<file path="config.mk">
export PLATFORM = sky130hd
export DESIGN_NAME = scale_weight_packet_framer_unit
export DESIGN_NICKNAME = d
export VERILOG_FILES = /design/src/rtl/swpf_pkg.sv /design/src/rtl/swpf_cmd_decode.sv /design/src/rtl/swpf_core.sv /design/src/rtl/scale_weight_packet_framer_unit.sv
export SDC_FILE = /design/constraint.sdc
export NUM_CORES = 1
export LEC_CHECK = 0
export ABC_AREA = 1
export BUFFER_PORTS_ARGS = -buffer_cell sky130_fd_sc_hd__clkbuf_2
export CAP_MARGIN = 20
export CORE_ASPECT_RATIO = 0.8
export CORE_MARGIN = 1.5
export CORE_UTILIZATION = 55
export CTS_CLUSTER_SIZE = 16
export DETAILED_ROUTE_END_ITERATION = 7
export GPL_TIMING_DRIVEN = 0
export PLACE_DENSITY = 0.76
export SLEW_MARGIN = 20
export SYNTH_ARGS = -nofsm -noshare
export SYNTH_HDL_FRONTEND = slang
export SYNTH_SLANG_ARGS = --single-unit
</file>
<file path="constraint.sdc">
create_clock -name clock -period 3.8 [get_ports clock]
set_input_delay 0.38 -clock clock [delete_from_list [all_inputs] [get_ports clock]]
set_output_delay 0.38 -clock clock [all_outputs]
set_load 0.02 [all_outputs]
</file>
<file path="src/rtl/swpf_pkg.sv">
`timescale 1ns / 1ps

package swpf_pkg;

   // Fixed first byte of every notification packet.
   localparam logic [7:0] HDR_BYTE = 8'h03;

   // Register reset values.
   localparam logic [7:0] STABLE_CODE_RST   = 8'd206;
   localparam logic [7:0] CHANGING_CODE_RST = 8'd202;
   localparam logic [7:0] TARE_OPCODE_RST   = 8'd15;
   localparam logic [7:0] LED_OPCODE_RST    = 8'd10;
   localparam logic [7:0] TIMER_OPCODE_RST  = 8'd11;

   localparam int CSR_INDEX_BITS = 3;
   localparam int CSR_DATA_BITS  = 8;

   // Register indexes on the configuration port.
   typedef enum logic [CSR_INDEX_BITS-1:0] {
      CSR_STABLE_CODE   = 3'd0,
      CSR_CHANGING_CODE = 3'd1,
      CSR_TARE_OPCODE   = 3'd2,
      CSR_LED_OPCODE    = 3'd3,
      CSR_TIMER_OPCODE  = 3'd4
   } csr_index_type;

   // Item kinds on the request channel.
   localparam logic OP_SAMPLE  = 1'b0;
   localparam logic OP_COMMAND = 1'b1;

   // Decoded command, passed from the decoder to the core.
   typedef struct packed {
      logic ok;
      logic tare;
      logic led_on;
      logic timer_on;
   } cmd_action_type;

   // One result item.
   typedef struct packed {
      logic [7:0]        status_byte;
      logic signed [15:0] tared_weight;
      logic signed [15:0] weight_delta;
      logic [7:0]        parity_byte;
      logic              cmd_ok;
      logic              led_flag;
      logic              grams_flag;
      logic              timer_flag;
   } rsp_type;

   // XOR of packet bytes 0 through 5.
   function automatic logic [7:0] frame_parity(input logic [7:0]  status,
                                               input logic [15:0] weight,
                                               input logic [15:0] delta);
      frame_parity = HDR_BYTE ^ status ^ weight[15:8] ^ weight[7:0]
                     ^ delta[15:8] ^ delta[7:0];
   endfunction

endpackage

</file>
<file path="src/rtl/swpf_cmd_decode.sv">
`timescale 1ns / 1ps

module swpf_cmd_decode (
   input  logic [55:0]              cmd_packet,
   input  logic [7:0]               tare_opcode,
   input  logic [7:0]               led_opcode,
   input  logic [7:0]               timer_opcode,
   output swpf_pkg::cmd_action_type action
);

   logic [7:0] sum_x;
   logic [7:0] code;
   logic       parity_good;

   always_comb begin
      sum_x = 8'h00;
      for (int i = 0; i < 6; i++) begin
         sum_x = sum_x ^ cmd_packet[55 - 8*i -: 8];
      end
   end

   assign code        = cmd_packet[47:40];
   assign parity_good = (sum_x == cmd_packet[7:0]);

   // Tare wins over LED, LED over timer when opcodes collide.
   always_comb begin
      action = '0;
      priority if (!parity_good) begin
         action.ok = 1'b0;
      end else if (code == tare_opcode) begin
         action.ok   = 1'b1;
         action.tare = 1'b1;
      end else if (code == led_opcode) begin
         action.ok     = 1'b1;
         action.led_on = 1'b1;
      end else if (code == timer_opcode) begin
         action.ok       = 1'b1;
         action.timer_on = 1'b1;
      end else begin
         action.ok = 1'b0;
      end
   end

endmodule

</file>
<file path="src/rtl/swpf_core.sv">
`timescale 1ns / 1ps

module swpf_core #(
   parameter int WEIGHT_BITS = 16
) (
   input  logic                     clock,
   input  logic                     reset,
   input  logic                     advance,
   input  logic                     op,
   input  logic signed [15:0]       sample,
   input  swpf_pkg::cmd_action_type action,
   input  logic [7:0]               stable_code,
   input  logic [7:0]               changing_code,
   output swpf_pkg::rsp_type        rsp
);

   logic [WEIGHT_BITS-1:0] last_raw_ff,    last_raw_in;
   logic [WEIGHT_BITS-1:0] tare_offset_ff, tare_offset_in;
   logic [WEIGHT_BITS-1:0] held_weight_ff, held_weight_in;
   logic [WEIGHT_BITS-1:0] held_delta_ff,  held_delta_in;
   logic [7:0]             held_status_ff, held_status_in;
   logic                   led_ff,   led_in;
   logic                   grams_ff, grams_in;
   logic                   timer_ff, timer_in;

   logic signed [31:0]     sample_ext;
   logic [WEIGHT_BITS-1:0] raw;
   logic [31:0]            weight_ext;
   logic [31:0]            delta_ext;

   // Sign-extend the sample, then wrap it to the internal weight width.
   assign sample_ext = 32'(sample);
   assign raw        = sample_ext[WEIGHT_BITS-1:0];

   always_comb begin
      last_raw_in    = last_raw_ff;
      tare_offset_in = tare_offset_ff;
      held_weight_in = held_weight_ff;
      held_delta_in  = held_delta_ff;
      held_status_in = held_status_ff;
      led_in         = led_ff;
      grams_in       = grams_ff;
      timer_in       = timer_ff;
      if (op == swpf_pkg::OP_SAMPLE) begin
         held_status_in = (raw == last_raw_ff) ? stable_code : changing_code;
         held_weight_in = raw - tare_offset_ff;
         held_delta_in  = raw - last_raw_ff;
         last_raw_in    = raw;
      end else begin
         if (action.tare) begin
            tare_offset_in = last_raw_ff;
            held_weight_in = '0;
            held_delta_in  = '0;
            held_status_in = stable_code;
         end
         if (action.led_on) begin
            led_in   = 1'b1;
            grams_in = 1'b1;
         end
         if (action.timer_on) begin
            timer_in = 1'b1;
         end
      end
   end

   // Outputs carry the low 16 bits, zero-filled when the weight is narrower.
   assign weight_ext = 32'(held_weight_in);
   assign delta_ext  = 32'(held_delta_in);

   always_comb begin
      rsp.status_byte  = held_status_in;
      rsp.tared_weight = weight_ext[15:0];
      rsp.weight_delta = delta_ext[15:0];
      rsp.parity_byte  = swpf_pkg::frame_parity(held_status_in, weight_ext[15:0],
                                                delta_ext[15:0]);
      rsp.cmd_ok       = (op == swpf_pkg::OP_SAMPLE) ? 1'b1 : action.ok;
      rsp.led_flag     = led_in;
      rsp.grams_flag   = grams_in;
      rsp.timer_flag   = timer_in;
   end

   always_ff @(posedge clock) begin
      if (reset) begin
         last_raw_ff    <= '0;
         tare_offset_ff <= '0;
         held_weight_ff <= '0;
         held_delta_ff  <= '0;
         held_status_ff <= swpf_pkg::STABLE_CODE_RST;
         led_ff         <= 1'b0;
         grams_ff       <= 1'b1;
         timer_ff       <= 1'b0;
      end else if (advance) begin
         last_raw_ff    <= last_raw_in;
         tare_offset_ff <= tare_offset_in;
         held_weight_ff <= held_weight_in;
         held_delta_ff  <= held_delta_in;
         held_status_ff <= held_status_in;
         led_ff         <= led_in;
         grams_ff       <= grams_in;
         timer_ff       <= timer_in;
      end
   end

endmodule

</file>
<file path="src/rtl/scale_weight_packet_framer_unit.sv">
`timescale 1ns / 1ps

// Channel   Direction  Handshake              Payload
// req_      in         req_valid / req_ready  req_op, req_sample, req_cmd_packet
// rsp_      out        rsp_valid / rsp_ready  status, weight, delta, parity, ok, flags
// csr_      in         csr_we (no wait)       csr_index, csr_wdata
//
// Each request yields exactly one response, and one request can be taken every
// cycle while rsp_ready is high. A request is held first in the input register
// and then in the response register, where it is offered to the receiver. The
// scale state updates as the request moves from the first to the second. Reset
// is synchronous and returns the registers and scale state to their reset values
// with both stages empty. A stalled response holds its register; the input
// register still fills, and req_ready drops only when both stages are occupied
// and rsp_ready is low.

module scale_weight_packet_framer_unit #(
   parameter int WEIGHT_BITS = 16
) (
   input  logic                clock,
   input  logic                reset,
   // Request channel
   input  logic                req_valid,
   output logic                req_ready,
   input  logic                req_op,
   input  logic signed [15:0]  req_sample,
   input  logic [55:0]         req_cmd_packet,
   // Response channel
   output logic                rsp_valid,
   input  logic                rsp_ready,
   output logic [7:0]          rsp_status_byte,
   output logic signed [15:0]  rsp_tared_weight,
   output logic signed [15:0]  rsp_weight_delta,
   output logic [7:0]          rsp_parity_byte,
   output logic                rsp_cmd_ok,
   output logic                rsp_led_flag,
   output logic                rsp_grams_flag,
   output logic                rsp_timer_flag,
   // Configuration port
   input  logic                csr_we,
   input  logic [swpf_pkg::CSR_INDEX_BITS-1:0] csr_index,
   input  logic [swpf_pkg::CSR_DATA_BITS-1:0]  csr_wdata
);

   // Configuration registers.
   logic [7:0] stable_code_ff;
   logic [7:0] changing_code_ff;
   logic [7:0] tare_opcode_ff;
   logic [7:0] led_opcode_ff;
   logic [7:0] timer_opcode_ff;

   always_ff @(posedge clock) begin
      if (reset) begin
         stable_code_ff   <= swpf_pkg::STABLE_CODE_RST;
         changing_code_ff <= swpf_pkg::CHANGING_CODE_RST;
         tare_opcode_ff   <= swpf_pkg::TARE_OPCODE_RST;
         led_opcode_ff    <= swpf_pkg::LED_OPCODE_RST;
         timer_opcode_ff  <= swpf_pkg::TIMER_OPCODE_RST;
      end else if (csr_we) begin
         // Indexes past the last register are ignored.
         case (swpf_pkg::csr_index_type'(csr_index))
            swpf_pkg::CSR_STABLE_CODE:   stable_code_ff   <= csr_wdata;
            swpf_pkg::CSR_CHANGING_CODE: changing_code_ff <= csr_wdata;
            swpf_pkg::CSR_TARE_OPCODE:   tare_opcode_ff   <= csr_wdata;
            swpf_pkg::CSR_LED_OPCODE:    led_opcode_ff    <= csr_wdata;
            swpf_pkg::CSR_TIMER_OPCODE:  timer_opcode_ff  <= csr_wdata;
            default: begin
            end
         endcase
      end
   end

   // Input register: holds one request until the core can process it.
   logic               in_valid_ff;
   logic               in_op_ff;
   logic signed [15:0] in_sample_ff;
   logic [55:0]        in_cmd_ff;
   logic               rsp_valid_ff;
   swpf_pkg::rsp_type  rsp_ff;
   swpf_pkg::rsp_type  rsp_in;
   swpf_pkg::cmd_action_type action;
   logic               out_free;
   logic               advance;

   // The response register can load when empty or being drained this cycle.
   assign out_free  = !rsp_valid_ff || rsp_ready;
   assign advance   = in_valid_ff && out_free;
   assign req_ready = !in_valid_ff || advance;

   always_ff @(posedge clock) begin
      if (reset) begin
         in_valid_ff <= 1'b0;
      end else if (req_ready) begin
         in_valid_ff <= req_valid;
      end
   end

   always_ff @(posedge clock) begin
      if (req_ready && req_valid) begin
         in_op_ff     <= req_op;
         in_sample_ff <= req_sample;
         in_cmd_ff    <= req_cmd_packet;
      end
   end

   swpf_cmd_decode u_decode (
      .cmd_packet   (in_cmd_ff),
      .tare_opcode  (tare_opcode_ff),
      .led_opcode   (led_opcode_ff),
      .timer_opcode (timer_opcode_ff),
      .action       (action)
   );

   swpf_core #(
      .WEIGHT_BITS (WEIGHT_BITS)
   ) u_core (
      .clock         (clock),
      .reset         (reset),
      .advance       (advance),
      .op            (in_op_ff),
      .sample        (in_sample_ff),
      .action        (action),
      .stable_code   (stable_code_ff),
      .changing_code (changing_code_ff),
      .rsp           (rsp_in)
   );

   // Response register.
   always_ff @(posedge clock) begin
      if (reset) begin
         rsp_valid_ff <= 1'b0;
      end else if (out_free) begin
         rsp_valid_ff <= in_valid_ff;
      end
   end

   always_ff @(posedge clock) begin
      if (advance) begin
         rsp_ff <= rsp_in;
      end
   end

   assign rsp_valid        = rsp_valid_ff;
   assign rsp_status_byte  = rsp_ff.status_byte;
   assign rsp_tared_weight = rsp_ff.tared_weight;
   assign rsp_weight_delta = rsp_ff.weight_delta;
   assign rsp_parity_byte  = rsp_ff.parity_byte;
   assign rsp_cmd_ok       = rsp_ff.cmd_ok;
   assign rsp_led_flag     = rsp_ff.led_flag;
   assign rsp_grams_flag   = rsp_ff.grams_flag;
   assign rsp_timer_flag   = rsp_ff.timer_flag;

endmodule

</file>
==> results of run 1 <==
critical path: stages, from the launching register on:
cell and delay [ns]:
edfxtp_1 0.42, inv_1 0.10, ha_1 0.14, inv_1 0.07, fa_1 0.43, a21oi_1 0.24
o21ai_0 0.19, nand2_1 0.11, nand2_1 0.07, nand2_1 0.07, nand2_1 0.05, o22ai_1 0.51
nand3_1 0.15, nand2_1 0.16, nand3_1 0.09, nand2_1 0.07, inv_1 0.04
metal layers:
layer  GRT usage, %  up-vias  wire length (um)
li1               -     5094                 -
met1           35.3     4737             13000
met2           45.4      365             14200
met3           5.20       73              2530
met4           9.97        0              1120
met5              0        -                 0
power groups by stage:
stage	clock, mW	sequential (mW)	combinational (mW)
2_1_floorplan	0	3.08	0.609
3_3_place_gp	0	3.04	0.918
3_5_place_dp	0	3.04	0.951
4_1_cts	2.47	2.99	0.958
5_1_grt	2.57	3.00	1.09
6_report	2.46	2.99	0.968
cell families (layout without fill, tap and decap cells):
family                   Yosys count  count (layout)  synth area share (%)
XOR/XNOR                          32              32                  2.32
buffers and inverters            289             478                  9.32
AND/OR/NAND/NOR                  570             570                  20.0
flip-flops                       242             242                  50.4
adder cells (fa/ha/maj)           32              32                  3.43
AO/OA/AOI/OAI                    289             289                  14.5
sequential cells by signal, summed over array words and instances (netlist names), 16 cells and up:
name                   flops
u_core.tare_offset_ff     16
u_core.last_raw_ff        16
rsp_tared_weight          16
u_core.held_delta_ff      16
in_sample_ff              16
u_core.held_weight_ff     16
in_cmd_ff                 56
rsp_weight_delta          16
per-stage QoR:
stage,instances,hold slack [ns],utilization (%)
after floorplan,1454,0.416,-
final,1918,0.0225,65.0
after detailed placement,1872,0.434,61.2
after global routing,1918,0.00898,65.0
after global placement,1870,0.428,61.0
after CTS,1918,0.00829,65.0
how the worst max path moves through the flow:
stage	from	to	slack, ns	depth (start not counted)
2_1_floorplan	rsp_ready	u_core.held_delta_ff[7]	0.57	10
3_3_place_gp	rsp_ready	u_core.held_delta_ff[7]	-0.60	11
3_5_place_dp	in_sample_ff[0]	rsp_parity_byte[6]	0.74	14
4_1_cts	in_sample_ff[0]	rsp_parity_byte[6]	0.74	14
5_1_grt	in_sample_ff[5]	rsp_parity_byte[5]	0.38	15
6_report	in_sample_ff[0]	rsp_parity_byte[0]	0.66	16
area by class of cell:
class / instances / area (um2) / share of cell area, %
buffer: 41 / 200 / 1.43
clock buffer: 31 / 658 / 4.70
clock inverter: 15 / 159 / 1.13
inverter: 248 / 933 / 6.66
multi-input combinational: 923 / 4870 / 34.8
sequential: 242 / 6100 / 43.5
tap: 275 / 344 / 2.46
timing repair buffer: 143 / 753 / 5.37
synthesized netlist by cell type (7+ instances only):
master,n
xor2_1,12
dfxtp_1,117
nand3_1,64
nor2_1,104
inv_2,7
nand3b_1,7
a211oi_2,14
ha_1,30
nand2_1,342
or2_2,7
xnor2_1,20
nand4_1,14
inv_1,237
nand2_2,12
clkbuf_1,30
o21ai_0,106
o211ai_1,22
a21oi_1,107
edfxtp_1,125
==> results.json, run 1 <==
{
  "setup_ws_ns": 0.660,
  "portBuffers": 141,
  "clk_pin_slew_ns": 0.06,
  "comb_power_share_pct": 15.1,
  "synth_area_um2": 12100,
  "grt_overflow": 0,
  "areaGrowthSynthToFinish_pct": 15.9,
  "root_buffer": "clkbuf_16",
  "p_total_mw": 6.41,
  "cp.arrival_ns": 3.43,
  "timing_max_transition_violations_final": 0,
  "rsz0062_at_grt": "false",
  "cts_hold_buffers": 0,
  "place_hpwl_um": 23400,
  "tns_ns": 0,
  "via_per_inst": 5.35,
  "grt_use_total_pct": 27.2,
  "dpl_cell_area_um2": 13200,
  "ant_nets": 0,
  "pin_count": 143,
  "cts_buffers": 25,
  "grt_pass1_wl_um": 48800,
  "synth_area_leaders": "edfxtp_1 (31%), dfxtp_1 (19%), nand2_1 (11%)",
  "setup_viol": 0,
  "peakVddDrop_mv": 0.355,
  "r2r_slack_ns": 0.66,
  "dieArea_um2": 22900,
  "final.period_utilization_pct": 82.6,
  "seq_power_share_pct": 46.6,
  "vias": 10269,
  "hold_viol_final": 0,
  "status": "completed",
  "power_density_nw_per_um2": 458,
  "worstSetupStartpointType": "flop",
  "clk_path_buf_depth": 3,
  "regToRegEndpoint": "rsp_parity_byte[0]",
  "post_cts_buffers": 0,
  "switchingPower_mw": 1.74,
  "synth_top_area_share_pct": 31.0,
  "num-fill-cells": 1796,
  "period_minus_slack_ns": 3.14,
  "h-tree-depth": 1,
  "worstMarginPinSlew_ns": 0.890,
  "hp-start": "req_cmd_packet[47]",
  "fp.dieW_um": 169,
  "num-nets-final": 1745,
  "grt_max_degree": 50,
  "routabilityCongestion": 0.935,
  "fin_area_um2": 14000,
  "internal-power_mw": 4.68,
  "yosys.area.top_type": "edfxtp_1",
  "p_leak_nw": 6.56,
  "max_freq_mhz": 318,
  "yosys_warnings": 0,
  "grt_antenna_before_repair": 0,
  "synthFlopType": "edfxtp_1",
  "synth.net_count": 1575,
  "worstSkewPairLatency_ns": 0.53,
  "reg2reg_depth": 16,
  "most-common-layout-cells": "nand2_1 (342), inv_1 (236), clkbuf_2 (141), edfxtp_1 (125), dfxtp_1 (117)",
  "die_h_um": 136,
  "cts_tree": "done",
  "hold_depth": 1,
  "skew_ns": 0.0106,
  "swShare_pct": 27.1,
  "grt_pass1_vias": 9727,
  "postSynthCellCount": 1454,
  "start_util_pct": 56.1,
  "maxCapViolCount": 0,
  "cts-resized-gates": 0,
  "routedWlPerCell_um": 16.1,
  "cp_max_fo": 4,
  "r2r_start": "in_sample_ff[0]",
  "drc": 0,
  "ys_async_sr_fraction_pct": 0,
  "cp-end-kind": "flop",
  "drtIter0Drc": 778,
  "path_class": "reg2reg",
  "hold_path_class": "in2reg",
  "ys_seq_area_share_pct": 50.4,
  "antenna-diode-count": 0,
  "dr.pass1.iters": 5,
  "synth.distinct_cells": 52,
  "ys_ff_latch": 242,
  "required_ns": 4.09,
  "rows": 48,
  "p_clk_share_pct": 38.3,
  "pre_cts_slack_ns": 0.742,
  "maxSlewHeadroom_pct": 40.7,
  "whs_endpoint": "in_cmd_ff[47]",
  "core_um2": 21600,
  "final_common_cell": "nand2_1",
  "drt-total-wl_um": 30800,
  "drive_above_1_share_pct": 15.3,
  "synth_edf_count": 125,
  "avgSynthCellArea_um2": 8.32,
  "clkSinkCount": 242
}
Note: power is estimated with default switching activity, not from simulation.
==> run 2, diff against run 1 <==
- ABC_AREA: 1 -> 0
- clock period: 3.8 -> 2.9 ns (I/O delays scaled with it)
==> results.json, run 2 <==
{
  "status": "complete, but fails checks",
  "failed_checks": "negative setup slack",
  "cts_buffers": 25,
  "hp-start": "req_valid",
  "core_um2": 19800,
  "areaGrowthSynthToFinish_pct": 35.5,
  "dieArea_um2": 21000,
  "ys_ff_latch": 242,
  "rows": 46,
  "routabilityCongestion": 0.990,
  "peakVddDrop_mv": 0.432,
  "grt_pass1_wl_um": 46400,
  "synth_most_common_cell": "nand2_1",
  "rsz0062_at_grt": "true",
  "crit_chain": "xnor2_1 -> xnor3_1 -> or4_4 -> buf_4 -> buf_6 -> nor2_4 -> a21oi_4 -> buf_8 -> a222oi_1 -> buf_4 -> xor2_1 -> xnor2_1 -> xnor2_1",
  "num-nets-final": 1481,
  "via_per_inst": 5.81,
  "yosys_warnings": 0,
  "cp_max_fo": 5,
  "cp.arrival_ns": 4.03,
  "fin_area_um2": 15000,
  "synth.distinct_cells": 58,
  "period_minus_slack_ns": 3.75,
  "required_ns": 3.19,
  "cp_common_cell": "xnor2_1",
  "ys_seq_area_share_pct": 55.0,
  "synth_edf_count": 125,
  "clk_pin_slew_ns": 0.06,
  "synth_area_leaders": "edfxtp_1 (34%), dfxtp_1 (21%), nand2_1 (5.6%)",
  "most-common-layout-cells": "nand2_1 (153), clkbuf_2 (143), edfxtp_1 (125), dfxtp_1 (117), nor2_1 (79)",
  "clkSinkCount": 242,
  "skew_ns": 0.0415,
  "drc": 0,
  "grt_use_total_pct": 28.8,
  "setup_viol": 110,
  "postSynthCellCount": 1055,
  "maxCapViolCount": 0,
  "routedWlPerCell_um": 20.2,
  "drt-total-wl_um": 33200,
  "pin_count": 143,
  "largest_reg_flops": 56,
  "pre_cts_slack_ns": -1.12,
  "max_freq_mhz": 267,
  "top_register": "in_cmd_ff",
  "worstMarginPinSlew_ns": 0.983,
  "ys_async_sr_fraction_pct": 0,
  "h-tree-depth": 1,
  "hold_depth": 3,
  "cp-end-kind": "flop",
  "r2r_start": "in_cmd_ff[28]",
  "synth_area_um2": 11100,
  "comb_power_share_pct": 17.5,
  "final_common_cell": "nand2_1",
  "grt_antenna_before_repair": 1,
  "hold_viol_final": 0,
  "internal-power_mw": 6.50,
  "post-route-util_pct": 75.8,
  "power_density_nw_per_um2": 589,
  "grt_pass1_vias": 8819,
  "clk_path_buf_depth": 3,
  "num-fill-cells": 1239,
  "p_total_mw": 8.84,
  "drtIter0Drc": 1350,
  "netlist_top_cells_count": "nand2_1 (166), edfxtp_1 (125), dfxtp_1 (117)",
  "dp_cells": 1462,
  "ant_nets": 0,
  "switchingPower_mw": 2.35,
  "regToRegEndpoint": "rsp_parity_byte[0]",
  "hold_path_class": "in2reg",
  "path_class": "reg2reg",
  "synth.net_count": 1176,
  "final.period_utilization_pct": 129,
  "synth_top_area_share_pct": 33.9,
  "finalNonFillerCells": 1644,
  "place_hpwl_um": 19800,
  "root_buffer": "clkbuf_16",
  "cpMaxStageDelayCell": "or4_4",
  "grt_max_degree": 58,
  "worstSetupStartpointType": "flop",
  "timing_max_transition_violations_final": 0,
  "portBuffers": 141,
  "dr.pass1.iters": 6,
  "drive_above_1_share_pct": 27.3,
  "yosys.area.top_type": "edfxtp_1",
  "grt_overflow": 0,
  "avgSynthCellArea_um2": 10.5,
  "maxSlewHeadroom_pct": 34.2,
  "synthFlopType": "edfxtp_1",
  "start_util_pct": 56.0,
  "p_leak_nw": 6.06,
  "dpl_cell_area_um2": 12200,
  "cts_tree": "done",
  "r2r_slack_ns": -0.85,
  "vias": 9546,
  "worstSkewPairLatency_ns": 0.54,
  "swShare_pct": 26.5,
  "setup_ws_ns": -0.846,
  "cp_slowest_stage_delay_ns": 0.54,
  "whs_endpoint": "in_valid_ff",
  "fp.dieW_um": 162,
  "seq_power_share_pct": 44.2,
  "p_clk_share_pct": 38.2,
  "reg2reg_depth": 13,
  "die_h_um": 130
}
==> run 2: cells by family after synthesis <==
group	after synthesis	share of synthesized area [%]
xor gates and xnor gates	117	11.4
adders and majority gates	32	3.75
DFF	242	55.0
muxes	25	2.33
AOI/OAI and AO/OA	200	11.0
and+or+nand+nor	346	13.4
buffers and inverters	93	3.16
==> run 2: repair_timing <==
item	in CTS	in global routing
cloned	2	1
hold buffers	73	0
pin swaps	42	30
endpoints found under the setup margin	88	110
hold endpoints to repair	73	0
resized for setup	126	88
setup buffers	35	30
==> run 2: worst max-delay path: cells and delay by family, from the launching register on <==
family	cells	cell delay [ns]
xor gates and xnor gates	5	1.41
DFF	1	0.38
buffers and inverters	4	0.64
AOI/OAI and AO/OA	2	0.41
and+or+nand+nor	2	0.70
==> run 2: layer usage <==
metal | global-route usage (%) | share of wire, % | up-vias
li1 | - | - | 4286
met1 | 37.6 | 39 | 4429
met2 | 46.8 | 45 | 662
met3 | 7.60 | 11 | 169
met4 | 10.1 | 4.4 | 0
met5 | 0 | 0 | -
==> run 2: worst max-delay path by stage <==
stage / depth (start not counted) / slack [ns] / endpoint / from
4_1_cts: 10 / -0.60 / rsp_parity_byte[4] / in_cmd_ff[23]
6_report: 13 / -0.85 / rsp_parity_byte[0] / in_cmd_ff[28]
3_5_place_dp: 10 / -1.12 / rsp_parity_byte[0] / in_cmd_ff[32]
3_3_place_gp: 10 / -1.06 / rsp_parity_byte[0] / in_cmd_ff[40]
5_1_grt: 13 / -0.97 / rsp_parity_byte[0] / in_cmd_ff[1]
2_1_floorplan: 10 / -0.42 / rsp_parity_byte[3] / in_cmd_ff[32]
==> run 2: final cells by class <==
cell class,instances,area (um2),area share (%)
Multi-Input combinational cell,720,5200,34.6
Inverter,53,199,1.32
Buffer,38,224,1.49
Clock inverter,18,199,1.32
Antenna cell,1,2.50,0.0167
Timing Repair Buffer,280,2110,14.1
Sequential cell,242,6100,40.6
Clock buffer,28,657,4.37
Tap cell,264,330,2.20
==> run 2: power by group through the flow <==
stage / Combinational (mW) / Sequential (mW) / Clock, mW
floorplan: 0.719 / 4.03 / 0
global placement: 1.10 / 3.98 / 0
detailed placement: 1.14 / 3.98 / 0
CTS: 1.39 / 3.90 / 3.36
global route: 1.63 / 3.92 / 3.51
finish: 1.55 / 3.91 / 3.38
==> run 2: per-stage QoR <==
step	hold WS [ns]	setup TNS, ns
2_1_floorplan	0.389	-3.03
3_3_place_gp	0.418	-81.90
3_5_place_dp	0.439	-41.45
4_1_cts	0.0328	-11.25
5_1_grt	0.0486	-39.20
6_report	0.0479	-33.29
==> run 3, diff against run 2 <==
- BUFFER_PORTS_ARGS: -buffer_cell sky130_fd_sc_hd__clkbuf_2 -> unset
- DONT_BUFFER_PORTS: unset -> 1
- PLACE_DENSITY: 0.76 -> 0.7
==> results.json, run 3 (synthesis gave the netlist of run 2 again) <==
{
  "num-fill-cells": 1459,
  "post-route-util_pct": 70.9,
  "r2r_slack_ns": -0.73,
  "regArea_um2": 6100,
  "top_register": "in_cmd_ff",
  "timing_max_transition_violations_final": 0,
  "peakVddDrop_mv": 0.561,
  "skew_ns": 0.0131,
  "dieArea_um2": 21000,
  "p_leak_nw": 5.31,
  "status": "complete, but fails checks",
  "largest_reg_flops": 56,
  "cp.arrival_ns": 3.90,
  "grt_overflow": 0,
  "worstSetupStartpointType": "flop",
  "final.period_utilization_pct": 125,
  "whs_ns": 0.165,
  "areaGrowthSynthToFinish_pct": 26.7,
  "rows": 46,
  "period_minus_slack_ns": 3.63,
  "r2r_start": "in_cmd_ff[9]",
  "portBuffers": 0,
  "maxCapViolCount": 0,
  "drt-total-wl_um": 29100,
  "failed_checks": "negative setup slack",
  "grt_use_total_pct": 26.8,
  "worstSkewPairLatency_ns": 0.52,
  "die_h_um": 130,
  "path_class": "reg2reg",
  "cp_max_fo": 10,
  "hp-start": "req_valid",
  "clk_pin_slew_ns": 0.07,
  "regToRegEndpoint": "rsp_parity_byte[0]",
  "grt_antenna_before_repair": 0,
  "pin_count": 143,
  "multi_input_area_um2": 5040,
  "place_hpwl_um": 19500,
  "hold_path_class": "in2reg",
  "rsz0062_at_grt": "true",
  "fp.dieW_um": 162,
  "routabilityCongestion": 0.971,
  "num-nets-final": 1330,
  "ant_nets": 0,
  "hold_viol_final": 0,
  "clkSinkCount": 242,
  "grt_max_degree": 57,
  "tns_ns": -28.64,
  "whs_endpoint": "in_cmd_ff[55]",
  "setup_ws_ns": -0.734,
  "required_ns": 3.16,
  "start_util_pct": 56.0,
  "setup_viol": 101,
  "drc": 0,
  "max_freq_mhz": 275,
  "vias": 8486,
  "drtIter0Drc": 977,
  "reg2reg_depth": 12,
  "core_um2": 19800,
  "h-tree-depth": 1,
  "cts_buffers": 24,
  "maxSlewHeadroom_pct": 39.3,
  "root_buffer": "clkbuf_16",
  "cp-end-kind": "flop",
  "drive_above_1_share_pct": 15.2,
  "dr.pass1.iters": 5,
  "antenna-diode-count": 0,
  "hold_depth": 1,
  "via_per_inst": 5.70,
  "final_common_cell": "nand2_1",
  "clk_path_buf_depth": 3,
  "worstMarginPinSlew_ns": 0.907,
  "power_density_nw_per_um2": 612,
  "grt_pass1_wl_um": 43200,
  "cts_tree": "done",
  "most-common-layout-cells": "nand2_1 (158), edfxtp_1 (125), dfxtp_1 (117), nor2_1 (87), dlygate4sd3_1 (83)",
  "pre_cts_slack_ns": -1.14,
  "grt_pass1_vias": 7891,
  "routedWlPerCell_um": 19.5
}
==> run 3: cell count changes in the layout (fill, tap and decap cells not counted), moves of 7 or more <==
cell           before  now
buf_4              40   33
buf_6              21   10
clkbuf_2          143    0
dlygate4sd3_1      73   83
nor2_1             79   87
==> run 3: critical path, cell delays in order (launching register included) <==
cell	delay, ns
edfxtp_1	0.38
xnor2_1	0.21
xnor3_1	0.49
or4_4	0.56
or4_4	0.51
buf_4	0.17
buf_6	0.11
buf_8	0.14
nand3_1	0.09
o21ai_2	0.09
xor2_1	0.34
xnor2_1	0.14
xnor2_1	0.14
==> run 3: through the flow <==
stage | cells | area (um2) | total power [mW]
final | 1490 | 14000 | 8.59
after global routing | 1490 | 14000 | 8.85
after CTS | 1471 | 13600 | 8.52
after detailed placement | 1321 | 11500 | 5.02
after global placement | 1319 | 11400 | 4.98
after floorplan | 1055 | 11100 | 4.74
==> run 3: cell type report <==
| class | instances | share of cell area (%) |
|---|---|---|
| Inverter | 53 | 1.42 |
| Clock buffer | 32 | 4.87 |
| Clock inverter | 11 | 1.24 |
| Sequential cell | 242 | 43.4 |
| Buffer | 39 | 1.65 |
| Timing Repair Buffer | 129 | 9.15 |
| Tap cell | 264 | 2.35 |
| Multi-Input combinational cell | 720 | 35.9 |
==> run 3: routing by layer <==
layer  share of wire [%]  GRT usage [%]  vias to the layer above
met5                   0              0                        -
met4                 2.4           7.72                        0
met3                 8.7           5.94                       58
met2                  45           41.8                      385
met1                  44           37.8                     4063
li1                    -              -                     3980
==> run 3: what timing repair did <==
action                                 in CTS  in global routing
setup endpoints to repair                 102                104
setup buffers                              26                 20
gates cloned                                0                  1
endpoints found under the hold margin     115                  0
pin swaps                                  29                 29
gates resized for setup                    83                 75
hold buffers                               83                  0
==> run 3: worst max-delay path by stage <==
stage,endpoint,slack (ns),depth (start not counted),startpoint
6_report,rsp_parity_byte[0],-0.73,12,in_cmd_ff[9]
3_3_place_gp,rsp_parity_byte[0],-1.19,10,in_cmd_ff[40]
2_1_floorplan,rsp_parity_byte[3],-0.42,10,in_cmd_ff[32]
4_1_cts,rsp_parity_byte[4],-0.68,10,in_cmd_ff[41]
5_1_grt,rsp_parity_byte[4],-0.84,10,in_cmd_ff[9]
3_5_place_dp,rsp_parity_byte[0],-1.14,10,in_cmd_ff[41]
==> run 3: power by group <==
part           switching (mW)  leakage (nW)  internal [mW]
registers               0.166          2.15           3.81
clock network            1.34         0.411           2.02
logic                   0.668          2.75          0.585
total                    2.17          5.31           6.42
